**config.mk**
```make
export PLATFORM = sky130hd
export DESIGN_NAME = ultrasonic_echo_ranger
export DESIGN_NICKNAME = d
export VERILOG_FILES = /design/src/hdl/uer_pkg.sv /design/src/hdl/uer_cfg.sv /design/src/hdl/uer_core.sv /design/src/hdl/ultrasonic_echo_ranger.sv
export SDC_FILE = /design/constraint.sdc
export NUM_CORES = 1
export LEC_CHECK = 0
export ABC_AREA = 1
export BUFFER_PORTS_ARGS = -buffer_cell sky130_fd_sc_hd__buf_2
export CAP_MARGIN = 20
export CORE_AREA = 5 5 143 145
export DETAILED_ROUTE_END_ITERATION = 8
export DIE_AREA = 0 0 148 150
export PLACE_DENSITY = 0.72
export SLEW_MARGIN = 40
export SYNTH_ARGS = -nofsm -noshare
export SYNTH_HDL_FRONTEND = slang
export SYNTH_SLANG_ARGS = --single-unit
```
**constraint.sdc**
```tcl
create_clock -name i_clk -period 7.3 [get_ports i_clk]
set_clock_uncertainty 0.1 [all_clocks]
set_input_delay 1.095 -clock i_clk [delete_from_list [all_inputs] [get_ports i_clk]]
set_output_delay 1.095 -clock i_clk [all_outputs]
set_load 0.02 [all_outputs]
```
**src/hdl/uer_pkg.sv**
```systemverilog
// shared types, codes and constants of the ultrasonic echo ranger
`default_nettype none

package uer_pkg;

    // field widths
    localparam int unsigned CNT_W  = 16;
    localparam int unsigned DIST_W = 11;
    localparam int unsigned STAT_W = 2;
    localparam int unsigned CFG_IDX_W = 8;

    // register indexes on the configuration port
    localparam logic [CFG_IDX_W-1:0] CFG_WAIT_LIMIT = 8'd0;
    localparam logic [CFG_IDX_W-1:0] CFG_MAX_WIDTH  = 8'd1;

    // register reset values
    localparam logic [CNT_W-1:0] WAIT_LIMIT_RESET = 16'd30000;
    localparam logic [CNT_W-1:0] MAX_WIDTH_RESET  = 16'd60000;

    // measurement status codes
    localparam logic [STAT_W-1:0] ST_OK     = 2'd0;
    localparam logic [STAT_W-1:0] ST_NOECHO = 2'd1;
    localparam logic [STAT_W-1:0] ST_LONG   = 2'd2;
    localparam logic [STAT_W-1:0] ST_ZERO   = 2'd3;

    // trigger pulse shape in ticks
    localparam logic [CNT_W-1:0] TRIG_LOW_TICKS  = 16'd2;
    localparam logic [CNT_W-1:0] TRIG_HIGH_TICKS = 16'd10;

    // ticks per centimetre, and its reciprocal: floor(x/58) = (x*72316) >> 22
    // holds exactly for every x below 2^22/24
    localparam int unsigned  SUM_W      = CNT_W + 1;
    localparam logic [SUM_W-1:0] CM_DIVISOR = 17'd58;
    localparam logic [SUM_W-1:0] CM_RECIP   = 17'd72316;
    localparam int unsigned  CM_SHIFT   = 22;
    localparam int unsigned  PROD_W     = 2 * SUM_W;

    // one result transaction
    typedef struct packed {
        logic              trigger_level;
        logic              busy_res;
        logic              done_res;
        logic [STAT_W-1:0] status;
        logic [DIST_W-1:0] range_cm;
    } t_result;

endpackage

`default_nettype wire

```
**src/hdl/uer_cfg.sv**
```systemverilog
// configuration registers: echo wait limit and maximum echo width
`default_nettype none

module uer_cfg (
    input  wire                          i_clk,
    input  wire                          i_rst_n,
    input  wire                          i_cfg_valid,
    input  wire [uer_pkg::CFG_IDX_W-1:0] i_cfg_index,
    input  wire [uer_pkg::CNT_W-1:0]     i_cfg_data,
    output logic                         o_cfg_ready,
    output logic [uer_pkg::CNT_W-1:0]    o_wait_limit,
    output logic [uer_pkg::CNT_W-1:0]    o_max_width
);
    import uer_pkg::*;

    logic [CNT_W-1:0] r_wait_limit;
    logic [CNT_W-1:0] r_max_width;

    // writes are always taken
    assign o_cfg_ready = 1'b1;

    // register write, unknown indexes ignored
    always_ff @(posedge i_clk) begin
        if (!i_rst_n) begin
            r_wait_limit <= WAIT_LIMIT_RESET;
            r_max_width  <= MAX_WIDTH_RESET;
        end else if (i_cfg_valid && o_cfg_ready) begin
            unique case (i_cfg_index)
                CFG_WAIT_LIMIT: r_wait_limit <= i_cfg_data;
                CFG_MAX_WIDTH:  r_max_width  <= i_cfg_data;
                default: begin
                end
            endcase
        end
    end

    assign o_wait_limit = r_wait_limit;
    assign o_max_width  = r_max_width;

endmodule

`default_nettype wire

```
**src/hdl/uer_core.sv**
```systemverilog
// measurement sequencer: trigger pulse, echo wait, width count, distance
`default_nettype none

module uer_core (
    input  wire                       i_clk,
    input  wire                       i_rst_n,
    input  wire                       i_step,
    input  wire                       i_action,
    input  wire                       i_echo_level,
    input  wire [uer_pkg::CNT_W-1:0]  i_wait_limit,
    input  wire [uer_pkg::CNT_W-1:0]  i_max_width,
    output uer_pkg::t_result          o_result
);
    import uer_pkg::*;

    localparam logic [2:0] PH_IDLE  = 3'd0;
    localparam logic [2:0] PH_TLOW  = 3'd1;
    localparam logic [2:0] PH_THIGH = 3'd2;
    localparam logic [2:0] PH_WAIT  = 3'd3;
    localparam logic [2:0] PH_MEAS  = 3'd4;

    logic [2:0]        r_phase, n_phase;
    logic [CNT_W-1:0]  r_tick, n_tick;
    logic [DIST_W-1:0] r_last, n_last;

    logic [CNT_W-1:0]  tick_inc;
    logic              tick_full;
    logic [SUM_W-1:0]  dist_sum;
    logic [PROD_W-1:0] dist_prod;
    logic [DIST_W-1:0] dist_ok;
    logic              fin;
    logic [STAT_W-1:0] fin_status;
    logic [DIST_W-1:0] fin_dist;
    t_result           res;

    assign tick_inc  = r_tick + 16'd1;
    assign tick_full = (r_tick == {CNT_W{1'b1}});

    // (count + 58) / 58 by reciprocal multiply
    assign dist_sum  = {1'b0, r_tick} + CM_DIVISOR;
    assign dist_prod = dist_sum * CM_RECIP;
    assign dist_ok   = dist_prod[CM_SHIFT +: DIST_W];

    // next state and this tick's result
    always_comb begin
        n_phase    = r_phase;
        n_tick     = r_tick;
        n_last     = r_last;
        fin        = 1'b0;
        fin_status = ST_OK;
        fin_dist   = '0;
        res.trigger_level = 1'b0;
        res.busy_res      = 1'b1;
        res.done_res      = 1'b0;
        res.status        = ST_OK;
        res.range_cm      = r_last;

        unique case (r_phase)
            PH_TLOW: begin
                n_tick = tick_inc;
                if (tick_inc >= TRIG_LOW_TICKS) begin
                    n_phase = PH_THIGH;
                    n_tick  = '0;
                end
            end
            PH_THIGH: begin
                res.trigger_level = 1'b1;
                n_tick = tick_inc;
                if (tick_inc >= TRIG_HIGH_TICKS) begin
                    n_phase = PH_WAIT;
                    n_tick  = '0;
                end
            end
            PH_WAIT: begin
                if (i_echo_level) begin
                    n_phase = PH_MEAS;
                    n_tick  = '0;
                end else begin
                    // wait counter saturates
                    n_tick = tick_full ? r_tick : tick_inc;
                    if (n_tick >= i_wait_limit) begin
                        fin        = 1'b1;
                        fin_status = ST_NOECHO;
                    end
                end
            end
            PH_MEAS: begin
                if (i_echo_level) begin
                    n_tick = tick_inc;
                    if (tick_full || (tick_inc > i_max_width)) begin
                        fin        = 1'b1;
                        fin_status = ST_LONG;
                    end
                end else if (r_tick == '0) begin
                    fin        = 1'b1;
                    fin_status = ST_ZERO;
                end else begin
                    fin        = 1'b1;
                    fin_status = ST_OK;
                    fin_dist   = dist_ok;
                end
            end
            default: begin
                // idle and unused codes
                n_phase = PH_IDLE;
                if (i_action) begin
                    n_phase = PH_TLOW;
                    n_tick  = 16'd1;
                end else begin
                    res.busy_res = 1'b0;
                end
            end
        endcase

        // measurement finished on this tick
        if (fin) begin
            n_last  = fin_dist;
            n_phase = PH_IDLE;
            n_tick  = '0;
            res.trigger_level = 1'b0;
            res.busy_res      = 1'b0;
            res.done_res      = 1'b1;
            res.status        = fin_status;
            res.range_cm      = fin_dist;
        end
    end

    // state advances once per tick
    always_ff @(posedge i_clk) begin
        if (!i_rst_n) begin
            r_phase <= PH_IDLE;
            r_tick  <= '0;
            r_last  <= '0;
        end else if (i_step) begin
            r_phase <= n_phase;
            r_tick  <= n_tick;
            r_last  <= n_last;
        end
    end

    assign o_result = res;

endmodule

`default_nettype wire

```
**src/hdl/ultrasonic_echo_ranger.sv**
```systemverilog
// top level of the ultrasonic echo ranger
`default_nettype none

// Ultrasonic echo ranger. Each input transaction is one microsecond tick
// carrying the sampled echo level and a start request; each tick yields
// exactly one result transaction with the trigger level, busy and done
// flags, a status code and the distance in centimetres. A tick is taken
// every clock cycle unless o_stall is raised: it lands in an input
// register, the sequencer works on it in one pass and writes the result
// register. Throughput is one tick per cycle while the result channel
// does not stall. The result register lets the input register take one
// more tick while a result waits to be taken. Configuration writes (wait
// limit at index 0, maximum width at index 1) are always ready and
// should be issued while no tick is in flight.
module ultrasonic_echo_ranger (
    input  wire                          i_clk,
    input  wire                          i_rst_n,
    // tick channel
    input  wire                          i_valid,
    output logic                         o_stall,
    input  wire                          i_action,
    input  wire                          i_echo_level,
    // result channel
    output logic                         o_valid,
    input  wire                          i_stall,
    output logic                         o_trigger_level,
    output logic                         o_busy_res,
    output logic                         o_done_res,
    output logic [uer_pkg::STAT_W-1:0]   o_status,
    output logic [uer_pkg::DIST_W-1:0]   o_range_cm,
    // configuration channel
    input  wire                          i_cfg_valid,
    output logic                         o_cfg_ready,
    input  wire [uer_pkg::CFG_IDX_W-1:0] i_cfg_index,
    input  wire [uer_pkg::CNT_W-1:0]     i_cfg_data
);
    import uer_pkg::*;

    logic             r_in_valid;
    logic             r_in_action;
    logic             r_in_echo;
    logic             r_out_valid;
    t_result          r_out;
    logic             advance;
    logic             accept;
    logic [CNT_W-1:0] wait_limit;
    logic [CNT_W-1:0] max_width;
    t_result          core_res;

    // tick moves to the result register when that is free or being taken
    assign advance = r_in_valid && (!r_out_valid || !i_stall);
    assign o_stall = r_in_valid && r_out_valid && i_stall;
    assign accept  = i_valid && !o_stall;

    uer_cfg u_cfg (
        .i_clk        (i_clk),
        .i_rst_n      (i_rst_n),
        .i_cfg_valid  (i_cfg_valid),
        .i_cfg_index  (i_cfg_index),
        .i_cfg_data   (i_cfg_data),
        .o_cfg_ready  (o_cfg_ready),
        .o_wait_limit (wait_limit),
        .o_max_width  (max_width)
    );

    uer_core u_core (
        .i_clk        (i_clk),
        .i_rst_n      (i_rst_n),
        .i_step       (advance),
        .i_action     (r_in_action),
        .i_echo_level (r_in_echo),
        .i_wait_limit (wait_limit),
        .i_max_width  (max_width),
        .o_result     (core_res)
    );

    // input register control
    always_ff @(posedge i_clk) begin
        if (!i_rst_n) begin
            r_in_valid <= 1'b0;
        end else if (accept) begin
            r_in_valid <= 1'b1;
        end else if (advance) begin
            r_in_valid <= 1'b0;
        end
    end

    // input register payload
    always_ff @(posedge i_clk) begin
        if (accept) begin
            r_in_action <= i_action;
            r_in_echo   <= i_echo_level;
        end
    end

    // result register control
    always_ff @(posedge i_clk) begin
        if (!i_rst_n) begin
            r_out_valid <= 1'b0;
        end else if (advance) begin
            r_out_valid <= 1'b1;
        end else if (!i_stall) begin
            r_out_valid <= 1'b0;
        end
    end

    // result register payload
    always_ff @(posedge i_clk) begin
        if (advance) begin
            r_out <= core_res;
        end
    end

    assign o_valid         = r_out_valid;
    assign o_trigger_level = r_out.trigger_level;
    assign o_busy_res      = r_out.busy_res;
    assign o_done_res      = r_out.done_res;
    assign o_status        = r_out.status;
    assign o_range_cm      = r_out.range_cm;

endmodule

`default_nettype wire

```
After elaboration in Yosys (flattened, before gate mapping)

Index checks and enable logic that the tools add are counted.

Flip-flop bits (word level): 82
Input port bits: 31
Output and inout bits: 19
Logic and storage cells: 88

$add $sub $neg: 2
$mul: 1
Order comparisons: 4
Equal/unequal tests: 12
Muxes and demuxes: 36
Reductions and logical operators: 19

Operator list:

| kind                   | number |
|---|---|
| $mux 16                | 7 |
| $pmux 16 s4            | 1 |
| $mux 11                | 3 |
| $mul 17x15->31 const B | 1 |
| $add 16x6->17 const B  | 1 |
| $add 16x1->16 const B  | 1 |
| $eq 16x16->1 const B   | 1 |
| $ge 16x16->1           | 1 |
| $ge 16x2->1 const B    | 1 |
| $ge 16x4->1 const B    | 1 |
| $gt 16x16->1           | 1 |
| $logic_not 16->1       | 1 |
| $mux 14                | 1 |
| $mux 1                 | 13 |
| $mux 3                 | 4 |
| $pmux 3 s4             | 1 |
| $eq 8x1->1 const B     | 1 |
| $logic_not 8->1        | 1 |
| $mux 2                 | 4 |
| $eq 3x2->1 const B     | 2 |
| $ne 3x1->1 const B     | 2 |
| $ne 3x2->1 const B     | 2 |
| $reduce_and 2->1       | 3 |
| $reduce_bool 6->1      | 1 |
| other kinds (12)       | 19 |

Longest topological paths before layout

Gate-level depths: netlist of run 1.

Word-level depth: 8
Gate-level depth with buffers: 34
Mapped depth without buffers: 34

Cells and area by module

A second synthesis of run 1 with hierarchy kept.

Cells, all modules: 1,514
Area, all modules: 10,697.8 um^2

By module, submodules not included:

| module                 | times used | cells an instance | area each (um^2) | sequential area each (um^2) |
|---|---|---|---|---|
| uer_core               | 1          | 1,297             | 8,692.1          | 600.6 |
| uer_cfg                | 1          | 186               | 1,370.1          | 640.6 |
| ultrasonic_echo_ranger | 1          | 31                | 635.6            | 580.6 |

Worst setup path after synthesis of run 1

No wires, ideal clock.

Path kind: register -> register
From: register u_core.r_tick[2]
To: register r_out, in the netlist o_range_cm[1] (data pin)
Setup time: 0.255 ns
Arrival time: 6.015 ns
Data required time: 6.945 ns
Path slack: 0.930 ns
Stages on the path, launching flop included: 29
Path buffers: 0
Clock period less this slack: 6.370 ns
Cells stage by stage: dfxtp_1 -> ha_1 -> nor2_1 -> a21oi_2 -> inv_2 -> nor2_4 -> inv_2 -> nor2_2 -> xor2_2 -> ha_1 -> inv_1 -> xor2_1 -> fa_1 -> inv_1 -> fa_1 -> fa_1 -> fa_1 -> inv_1 -> fa_1 -> inv_1 -> ha_1 -> a21o_1 -> o21bai_1 -> a21oi_1 -> nand2_1 -> a21o_1 -> or2_2 -> nand3_1 -> nand2_1

RTL lines:

| what                   | RTL line                      | RTL |
|---|---|---|
| from (decl)            | uer_core.sv:23                | `logic [CNT_W-1:0] r_tick, n_tick;` |
| from (signal assigned) | uer_core.sv:136               | `r_tick <= n_tick;` |
| to (signal assigned)   | ultrasonic_echo_ranger.sv:110 | `r_out <= core_res;` |
| to (decl)              | ultrasonic_echo_ranger.sv:43  | `t_result r_out;` |

==> qor.txt, run 1 <==
Die H -> 150 um
Worst-path clk slew -> 70 ps
Layout area overhead -> 7.98%
Residual DRC -> 0
Number of max-cap violations -> 0
Final period utilization -> 0.944
M1 WL -> 11,100 um
Die Width -> 148 um
Syn Area/Cell -> 7.42 sq um
Routed WL per cell -> 15.8 um
HP Class -> reg2reg
Synth top area share -> 0.182
H-tree depth -> 3
Num Clock Sinks -> 82
Die area -> 0.0222 sq mm
Max IR drop VDD -> 0.330 mV
Overall Global Routing Usage -> 0.249
Power Density -> 385 mW/mm^2
Synth area leader -> ha_1
Most frequent cell after synthesis -> inv_1
TritonCTS clock tree -> done
Post-synth EDFFs -> 18
Global route total overflow -> 0
Root buffer selected by CTS -> clkbuf_16
Post-synth top cells -> 309 x inv_1, 244 x nand2_1, 149 x ha_1
Detail Placement HPWL -> 22,500 um
Hold buffer count at cts -> 0
Post-route setup TNS -> 0 ps
Ys Warns -> 0
Iter 0 DRT Violations -> 610
First-pass GRT wire length -> 43,600 um
Placer Congestion -> 0.997
WP data arrival -> 6890 ps
Pin count of the biggest net entering global routing -> 51
Total vias in the final route -> 8,875
Synth Instances -> 1,381
Initial core utilization -> 0.537
Vias per inst -> 5.31
Top layer in use -> met4
Final setup fails -> 0
Number of antenna violations at the first check in global routing -> 0
Syn Std Cell Area -> 0.0103 sq mm
Actual slew at the worst max-slew pin -> 779 ps
Post-synth ARST share -> 0
Num CTS Buffers -> 9
Worst Path Max Fanout -> 8
Yosys cell types -> 45
Number of port buffers -> 48
Standard-cell rows -> 51
Mapped Nets -> 1,644
Leak -> 6.00 nW
Fmax -> 145 MHz
Met3 routed WL -> 1020 um
Critical path capture point type -> flop
Max-slew headroom -> 0.480
DR WL met2 -> 13,500 um
# nets final -> 1,691
WS Path Type -> reg2reg
Final Slew Violations -> 0
Flop-to-flop setup slack -> 410 ps
Final hold violations -> 0
Core ar. -> 0.0191 sq mm
Period minus WS final -> 6890 ps
Largest buffer count on any clock path -> 2
DRT Wirelength -> 26,400 um
Main synth FF type -> dfxtp_1
ANT nets after route -> 0
Status -> finished clean
RSZ-0062 raised after global routing -> false
Vias in the first global route -> 8,918
Latest clock arrival within the worst-skew pair -> 350 ps
Yosys reg bits -> 82
Crit path launch type -> flop
IO Count -> 50
Ant diodes -> 0
Ranking of synthesized cells by area -> ha_1 18%, fa_1 16%, dfxtp_1 12%
Data required, critical path -> 7300 ps
Pre-Repair DR Iteration Count -> 6
Seq/Total Area, Yosys -> 0.178
Layout cells sized above 1 -> 0.0858
Post-Route Utilization -> 0.580
path summary, 6_finish.rpt:
kind,from,endpoint,cells past startpoint
min reg2reg,u_cfg.o_max_width[10]$_SDFFE_PN0P_,u_cfg.o_max_width[10]$_SDFFE_PN0P_,2
max reg2reg,u_core.r_tick[3]$_SDFFE_PN0P_,o_range_cm[1]$_DFFE_PP_,26
max,u_core.r_tick[3]$_SDFFE_PN0P_,o_range_cm[1]$_DFFE_PP_,26
min,u_cfg.o_max_width[10]$_SDFFE_PN0P_,u_cfg.o_max_width[10]$_SDFFE_PN0P_,2
registers in the layout, indices dropped and copies added, names as in the netlist, 2 cells and up:
name	count
u_cfg.o_max_width	16
u_cfg.o_wait_limit	16
u_core.r_tick	16
o_range_cm	11
u_core.r_last	11
u_core.r_phase	3
o_status	2
power by group:
| group | switching [mW] | internal [mW] |
|---|---|---|
| clock | 0.209 | 0.258 |
| combinational | 2.11 | 1.19 |
| sequential | 0.0161 | 0.476 |
| total | 2.34 | 1.93 |
cells by family (layout without fill, tap and decap cells):
group                      after synthesis  after routing  synth area share
AOI/OAI and AO/OA                      234            234             0.126
xor gates and xnor gates                27             27            0.0245
adders and majority gates              232            232             0.344
buffers and inverters                  342            394             0.130
DFF                                     82             82             0.178
other                                    1              1          0.000366
and+or+nand+nor                        463            463             0.197
worst max-delay path, stage by stage (launching register included):
cell and delay, ps:
dfxtp_1 510, nor2_1 140, nand2_1 190, nand3_2 150
or2_2 320, xor2_1 310, inv_1 80, ha_1 340
inv_1 90, xor2_1 180, fa_1 480, inv_1 50
fa_1 530, fa_1 440, fa_1 550, inv_1 60
fa_1 530, inv_1 50, ha_1 330, a21o_1 180
o21bai_1 180, a21oi_1 130, nand2_1 90, a21o_1 170
or2_2 270, nand3_1 130, nand2_1 70
area by class of cell:
cell class                      instances  area, sq um
Tap cell                              238          298
Inverter                              318         1190
Timing Repair Buffer                   60          333
Multi-Input combinational cell        957         7120
Clock buffer                           10          250
Clock inverter                          6         53.8
Sequential cell                        82         1820
Fill cell                            1791         8010
metrics by stage:
step | cell area (sq um) | setup slack [ps] | total power [mW] | hold slack [ps] | instances
floorplan | 10300 | 930 | 3.00 | 335 | 1381
global placement | 10700 | 420 | 3.75 | 349 | 1654
detailed placement | 10700 | 315 | 3.78 | 352 | 1654
CTS | 11000 | 263 | 4.27 | 365 | 1670
global route | 11100 | 1.47 | 4.83 | 373 | 1671
finish | 11100 | 407 | 4.26 | 361 | 1671
per-layer routing:
metal	GRT usage	vias up
met2	0.460	222
li1	-	4478
met4	0.0776	0
met5	0	-
met3	0.0254	52
met1	0.304	4123
repair_timing:
item / in CTS / in global routing
gates resized for setup: 0 / 5
setup buffers: 0 / 1
endpoints found under the setup margin: 0 / 13
layout by cell type, fill, tap and decap left out, drive strengths merged, types with 2 or more instances in the layout:
cell and n:
a21o 7, nand3b 2, nor2 121, o21ai 87, nand3 44, inv 320
clkinv 3, o21bai 6, dfxtp 64, nand2 250, nor4 5, fa 83
a21boi 5, nor3 16, xor2 26, edfxtp 18, o211ai 14, ha 149
o21a 3, nand4 22, o22ai 12, or2 2, a31oi 2, buf 60
a21oi 97, clkbuf 10
(Power assumes the default switching activity.)
==> run 2: changes to the inputs <==
ABC_AREA = 0   (was 1)
CORE_AREA = 5 5 137 139   (was 5 5 143 145)
DIE_AREA = 0 0 142 144   (was 0 0 148 150)
==> run 2 against run 1 <==
Hold slack improved by 9.8 ps. Design area decreased by 4.2%. Non-clock buffer count increased by 42. Clock power about the same. Final cell count decreased by 20%. Worst setup slack got worse by 240 ps. Synthesized cell count decreased by 25%. Area after synthesis decreased by 8.9%. Clock-buffer cell count increased by 1. Critical path type unchanged. Combinational power decreased by 94%. Sequential share of layout area increased by 0.75 points. Power decreased by 73%.
==> qor.txt, run 2 <==
IO Count -> 50
Post-synth ARST share -> 0
Mapped Nets -> 1,293
CP most frequent cell -> fa_1
Worst-path clk slew -> 60 ps
Syn Std Cell Area -> 0.00934 sq mm
Buf+Inv Stages, Crit Path -> 5
Syn Area/Cell -> 9.07 sq um
Seq/Total Area, Yosys -> 0.195
Filler Cell Count -> 1,505
Post-Route Utilization -> 0.605
Commonest non-fill, non-tap cell in the layout -> inv_1
Layout area overhead -> 13.6%
Die area -> 0.0204 sq mm
Yosys cell types -> 70
Global route total overflow -> 0
Largest buffer count on any clock path -> 2
Root buffer selected by CTS -> clkbuf_16
Final period utilization -> 0.977
Final setup fails -> 0
Yosys reg bits -> 82
Number of port buffers -> 48
Die Width -> 142 um
Placed Cells -> 1,315
HP Class -> reg2reg
Latest clock arrival within the worst-skew pair -> 350 ps
H-tree depth -> 3
Total vias in the final route -> 7,116
First-pass GRT wire length -> 35,000 um
Critical path capture point type -> flop
Num Clock Sinks -> 82
Leak -> 5.76 nW
Ys Warns -> 0
Cell Count, Final, Fillers Out -> 1,339
Number of antenna violations at the first check in global routing -> 0
Ranking of synthesized cells by area -> ha_1 20%, fa_1 18%, dfxtp_1 14%
CP max stage cell -> fa_2
RSZ-0062 raised after global routing -> true
Period minus WS final -> 7130 ps
Most frequent cell after synthesis -> inv_1
Vias in the first global route -> 7,249
Standard-cell rows -> 49
WS Path Type -> reg2reg
Max IR drop VDD -> 0.152 mV
Number of max-cap violations -> 0
TritonCTS clock tree -> done
Ant diodes -> 0
CP top delay family -> adder cells
Iter 0 DRT Violations -> 325
Power Density -> 108 mW/mm^2
Post-route setup TNS -> 0 ps
Overall Global Routing Usage -> 0.213
Final hold violations -> 0
Post-synth EDFFs -> 18
Fmax -> 140 MHz
Power, Total -> 1.14 mW
Multi-input combinational cell area -> 0.00675 sq mm
# nets final -> 1,368
Die H -> 144 um
Synth area leader -> ha_1
Routed WL per cell -> 15.7 um
Residual DRC -> 0
Delay of the slowest cell on the worst path -> 570 ps
Actual slew at the worst max-slew pin -> 770 ps
WP data arrival -> 7130 ps
ANT nets after route -> 0
Num CTS Buffers -> 9
Hold buffer count at cts -> 0
Core ar. -> 0.0175 sq mm
Main synth FF type -> dfxtp_1
Data required, critical path -> 7300 ps
DRT Wirelength -> 21,000 um
Vias per inst -> 5.31
Initial core utilization -> 0.533
Pre-Repair DR Iteration Count -> 5
Register Area -> 0.00183 sq mm
Placer Congestion -> 0.971
Pin count of the biggest net entering global routing -> 55
Layout cells sized above 1 -> 0.155
Worst Path Max Fanout -> 5
Detail Placement HPWL -> 17,400 um
Highest-count cells in the layout ignoring fill and taps -> 200 x inv_1, 143 x ha_1, 82 x fa_1
Synth top area share -> 0.200
Post-synth top cells -> 208 x inv_1, 149 x ha_1, 83 x fa_1
Crit path launch type -> flop
Max-slew headroom -> 0.486
Status -> finished clean
Synth Instances -> 1,030
Final Slew Violations -> 0
run 2: routing by layer:
layer / GRT usage / routed length [um] / vias up / share of wire
li1: - / - / 3538 / -
met1: 0.267 / 9080 / 3403 / 0.43
met2: 0.375 / 10400 / 139 / 0.50
met3: 0.0341 / 947 / 36 / 0.045
met4: 0.0727 / 557 / 0 / 0.027
met5: 0 / 0 / - / 0
run 2: worst paths after layout:
| check | start | end | slack, ps | depth (start not counted) |
|---|---|---|---|---|
| max | u_core.r_tick[4]$_SDFFE_PN0P_ | o_range_cm[10]$_DFFE_PP_ | 170 | 28 |
| min reg2reg | u_core.r_last[5]$_SDFFE_PN0P_ | u_core.r_last[5]$_SDFFE_PN0P_ | 370 | 2 |
| min | u_core.r_last[5]$_SDFFE_PN0P_ | u_core.r_last[5]$_SDFFE_PN0P_ | 370 | 2 |
| max reg2reg | u_core.r_tick[4]$_SDFFE_PN0P_ | o_range_cm[10]$_DFFE_PP_ | 170 | 28 |
run 2: kinds of logic (layout without fill, tap and decap cells):
group / after synthesis / in the layout / share of synthesized area
XOR/XNOR: 62 / 62 / 0.0581
multiplexers: 28 / 28 / 0.0300
other: 1 / 1 / 0.000401
AO/OA/AOI/OAI: 165 / 165 / 0.117
flip-flops: 82 / 82 / 0.195
AND/OR/NAND/NOR: 213 / 213 / 0.119
buffers and inverters: 247 / 327 / 0.103
adder cells (fa/ha/maj): 232 / 232 / 0.377
run 2: per-stage QoR:
stage                     hold WS, ps  setup slack, ps  cell area (sq um)
final                             371              167              10600
after global routing              404            -61.4              10600
after CTS                         373             11.2              10400
after detailed placement          365             49.4              10100
after global placement            348              132              10100
after floorplan                   336             11.8               9350
run 2: power by group:
| group | internal, mW | leakage [nW] | switching, mW |
|---|---|---|---|
| combinational | 0.0839 | 4.92 | 0.119 |
| clock | 0.265 | 0.154 | 0.200 |
| sequential | 0.470 | 0.685 | 0.00638 |
| total | 0.819 | 5.76 | 0.325 |
run 2: area by class of cell:
type,instances,area share
multi-input combinational,701,0.636
sequential,82,0.172
inverter,209,0.0742
timing repair buffer,102,0.0612
tap,229,0.0270
clock buffer,11,0.0249
clock inverter,5,0.00401
run 2: what timing repair did:
action,CTS,global route
gates resized for setup,0,43
setup endpoints to repair,0,15
buffers inserted,0,8
run 2: tightest hold or removal path, delay by kind of cell, from the launching register on:
kind / cells / cell delay, ps
AND/OR/NAND/NOR: 1 / 50
AO/OA/AOI/OAI: 1 / 60
flip-flops: 1 / 310
==> run 3: changes to the inputs <==
CTS_BUF_LIST = sky130_fd_sc_hd__clkbuf_2   (was not set)
==> run 3 against run 2 <==
Core utilization down 0.73 points. Design area down 1.2%. Clock power down 44%. Die area unchanged. Global-route usage down 0.13 points. Register-to-register slack worse by 60 ps. Critical path type unchanged. Largest cell class unchanged. Highest routed layer unchanged.
==> qor.txt, run 3 (same netlist as run 2, synthesis figures left out) <==
# nets final -> 1,369
Vias per inst -> 5.31
PnR worst setup slack -> 108 ps
Iter 0 DRT Violations -> 299
CP max stage cell -> or4_4
Largest buffer count on any clock path -> 2
Standard-cell rows -> 49
Final hold violations -> 0
Pin count of the biggest net entering global routing -> 55
Filler Cell Count -> 1,531
Layout cells sized above 1 -> 0.163
Pre-Repair DR Iteration Count -> 4
Number of max-cap violations -> 0
Root buffer selected by CTS -> clkbuf_2
WP data arrival -> 7470 ps
Multi-input combinational cell area -> 0.00677 sq mm
Overall Global Routing Usage -> 0.212
H-tree depth -> 3
Detail Placement HPWL -> 17,400 um
Initial core utilization -> 0.533
RSZ-0062 raised after global routing -> true
Register Area -> 0.00184 sq mm
IO Count -> 50
Worst-path clk slew -> 260 ps
Commonest non-fill, non-tap cell in the layout -> inv_1
Highest-count cells in the layout ignoring fill and taps -> 200 x inv_1, 144 x ha_1, 82 x fa_1
Final setup fails -> 0
Max-slew headroom -> 0.489
Period minus WS final -> 7190 ps
Data required, critical path -> 7580 ps
Global route total overflow -> 0
Crit path launch type -> flop
ANT nets after route -> 0
Fmax -> 139 MHz
Status -> finished clean
Core ar. -> 0.0175 sq mm
Area post-placement -> 0.0101 sq mm
Actual slew at the worst max-slew pin -> 766 ps
Critical path capture point type -> flop
HP Class -> reg2reg
Number of port buffers -> 48
Layout area overhead -> 12.2%
WS Path Type -> reg2reg
TritonCTS clock tree -> done
Number of antenna violations at the first check in global routing -> 1
Finished Cell Area -> 0.0105 sq mm
DRT Wirelength -> 20,800 um
Final Slew Violations -> 0
Leak -> 5.69 nW
Die Width -> 142 um
Post-route setup TNS -> 0 ps
Worst Path Max Fanout -> 4
Final period utilization -> 0.985
Num Clock Sinks -> 82
Die H -> 144 um
Total vias in the final route -> 7,132
Setup slack after placement -> 49.4 ps
Num CTS Buffers -> 9
Die area -> 0.0204 sq mm
CP most frequent cell -> fa_1
Vias in the first global route -> 7,203
Routed WL per cell -> 15.5 um
Placer Congestion -> 0.971
Power Density -> 90.1 mW/mm^2
Residual DRC -> 0
Latest clock arrival within the worst-skew pair -> 600 ps
First-pass GRT wire length -> 34,800 um
Max IR drop VDD -> 0.113 mV
Delay of the slowest cell on the worst path -> 560 ps
-- run 3: cell types whose count changed in the layout (fill, tap and decap cells not counted), moves of 2 or more --
cell	previous run	this run
buf_4	53	51
clkbuf_16	10	0
dfxtp_1	59	54
xor2_1	25	23
diode_2	0	2
xor2_2	1	3
buf_6	1	4
dfxtp_2	5	8
clkbuf_2	0	9
dfxtp_4	0	2
-- run 3: area by class of cell --
type / count / share of cell area
Clock inverter: 7 / 0.00728
Inverter: 209 / 0.0751
Timing Repair Buffer: 103 / 0.0638
Sequential cell: 82 / 0.176
Antenna cell: 2 / 0.000478
Tap cell: 229 / 0.0273
Multi-Input combinational cell: 701 / 0.646
Clock buffer: 9 / 0.00430
-- run 3: report_power, final --
part | switching, mW | total (mW) | internal (mW)
registers | 0.00644 | 0.477 | 0.471
clock network | 0.178 | 0.261 | 0.0831
logic | 0.120 | 0.206 | 0.0859
-- run 3: per-layer routing --
layer,routed length [um],GRT usage
met2,10300,0.367
met4,546,0.0732
met1,9240,0.270
met5,0,0
met3,741,0.0341
-- run 3: worst max-delay path: cells and delay by family, from the launching register on --
kind | cells | cell delay, ps
adders and majority gates | 7 | 3190
AOI/OAI and AO/OA | 9 | 1560
and+or+nand+nor | 4 | 1110
DFF | 1 | 380
buffers and inverters | 5 | 350
xor gates and xnor gates | 2 | 300
-- run 3: path summary, 6_finish.rpt --
check	end	slack (ps)	from	cells after the start
worst min register to register	u_core.r_last[5]$_SDFFE_PN0P_	380	u_core.r_last[5]$_SDFFE_PN0P_	2
worst min-delay path	u_core.r_last[5]$_SDFFE_PN0P_	380	u_core.r_last[5]$_SDFFE_PN0P_	2
worst max-delay path	o_range_cm[10]$_DFFE_PP_	110	u_core.r_tick[5]$_SDFFE_PN0P_	27
worst max register to register	o_range_cm[10]$_DFFE_PP_	110	u_core.r_tick[5]$_SDFFE_PN0P_	27
-- run 3: timing repair --
item | CTS | global route
pin swaps | 0 | 42
hold buffers | 0 | 0
gates resized for setup | 1 | 56
setup buffers | 0 | 9
setup endpoints to repair | 1 | 15
-- run 3: stage by stage --
step                      instances  utilization  total power [mW]  hold slack (ps)
after global routing           1342        0.598              1.01              421
final                          1342        0.598             0.944              382
after global placement         1315        0.573             0.672              348
after floorplan                1030            -             0.622              336
after CTS                      1331        0.581             0.944              390
after detailed placement       1315        0.574             0.681              365
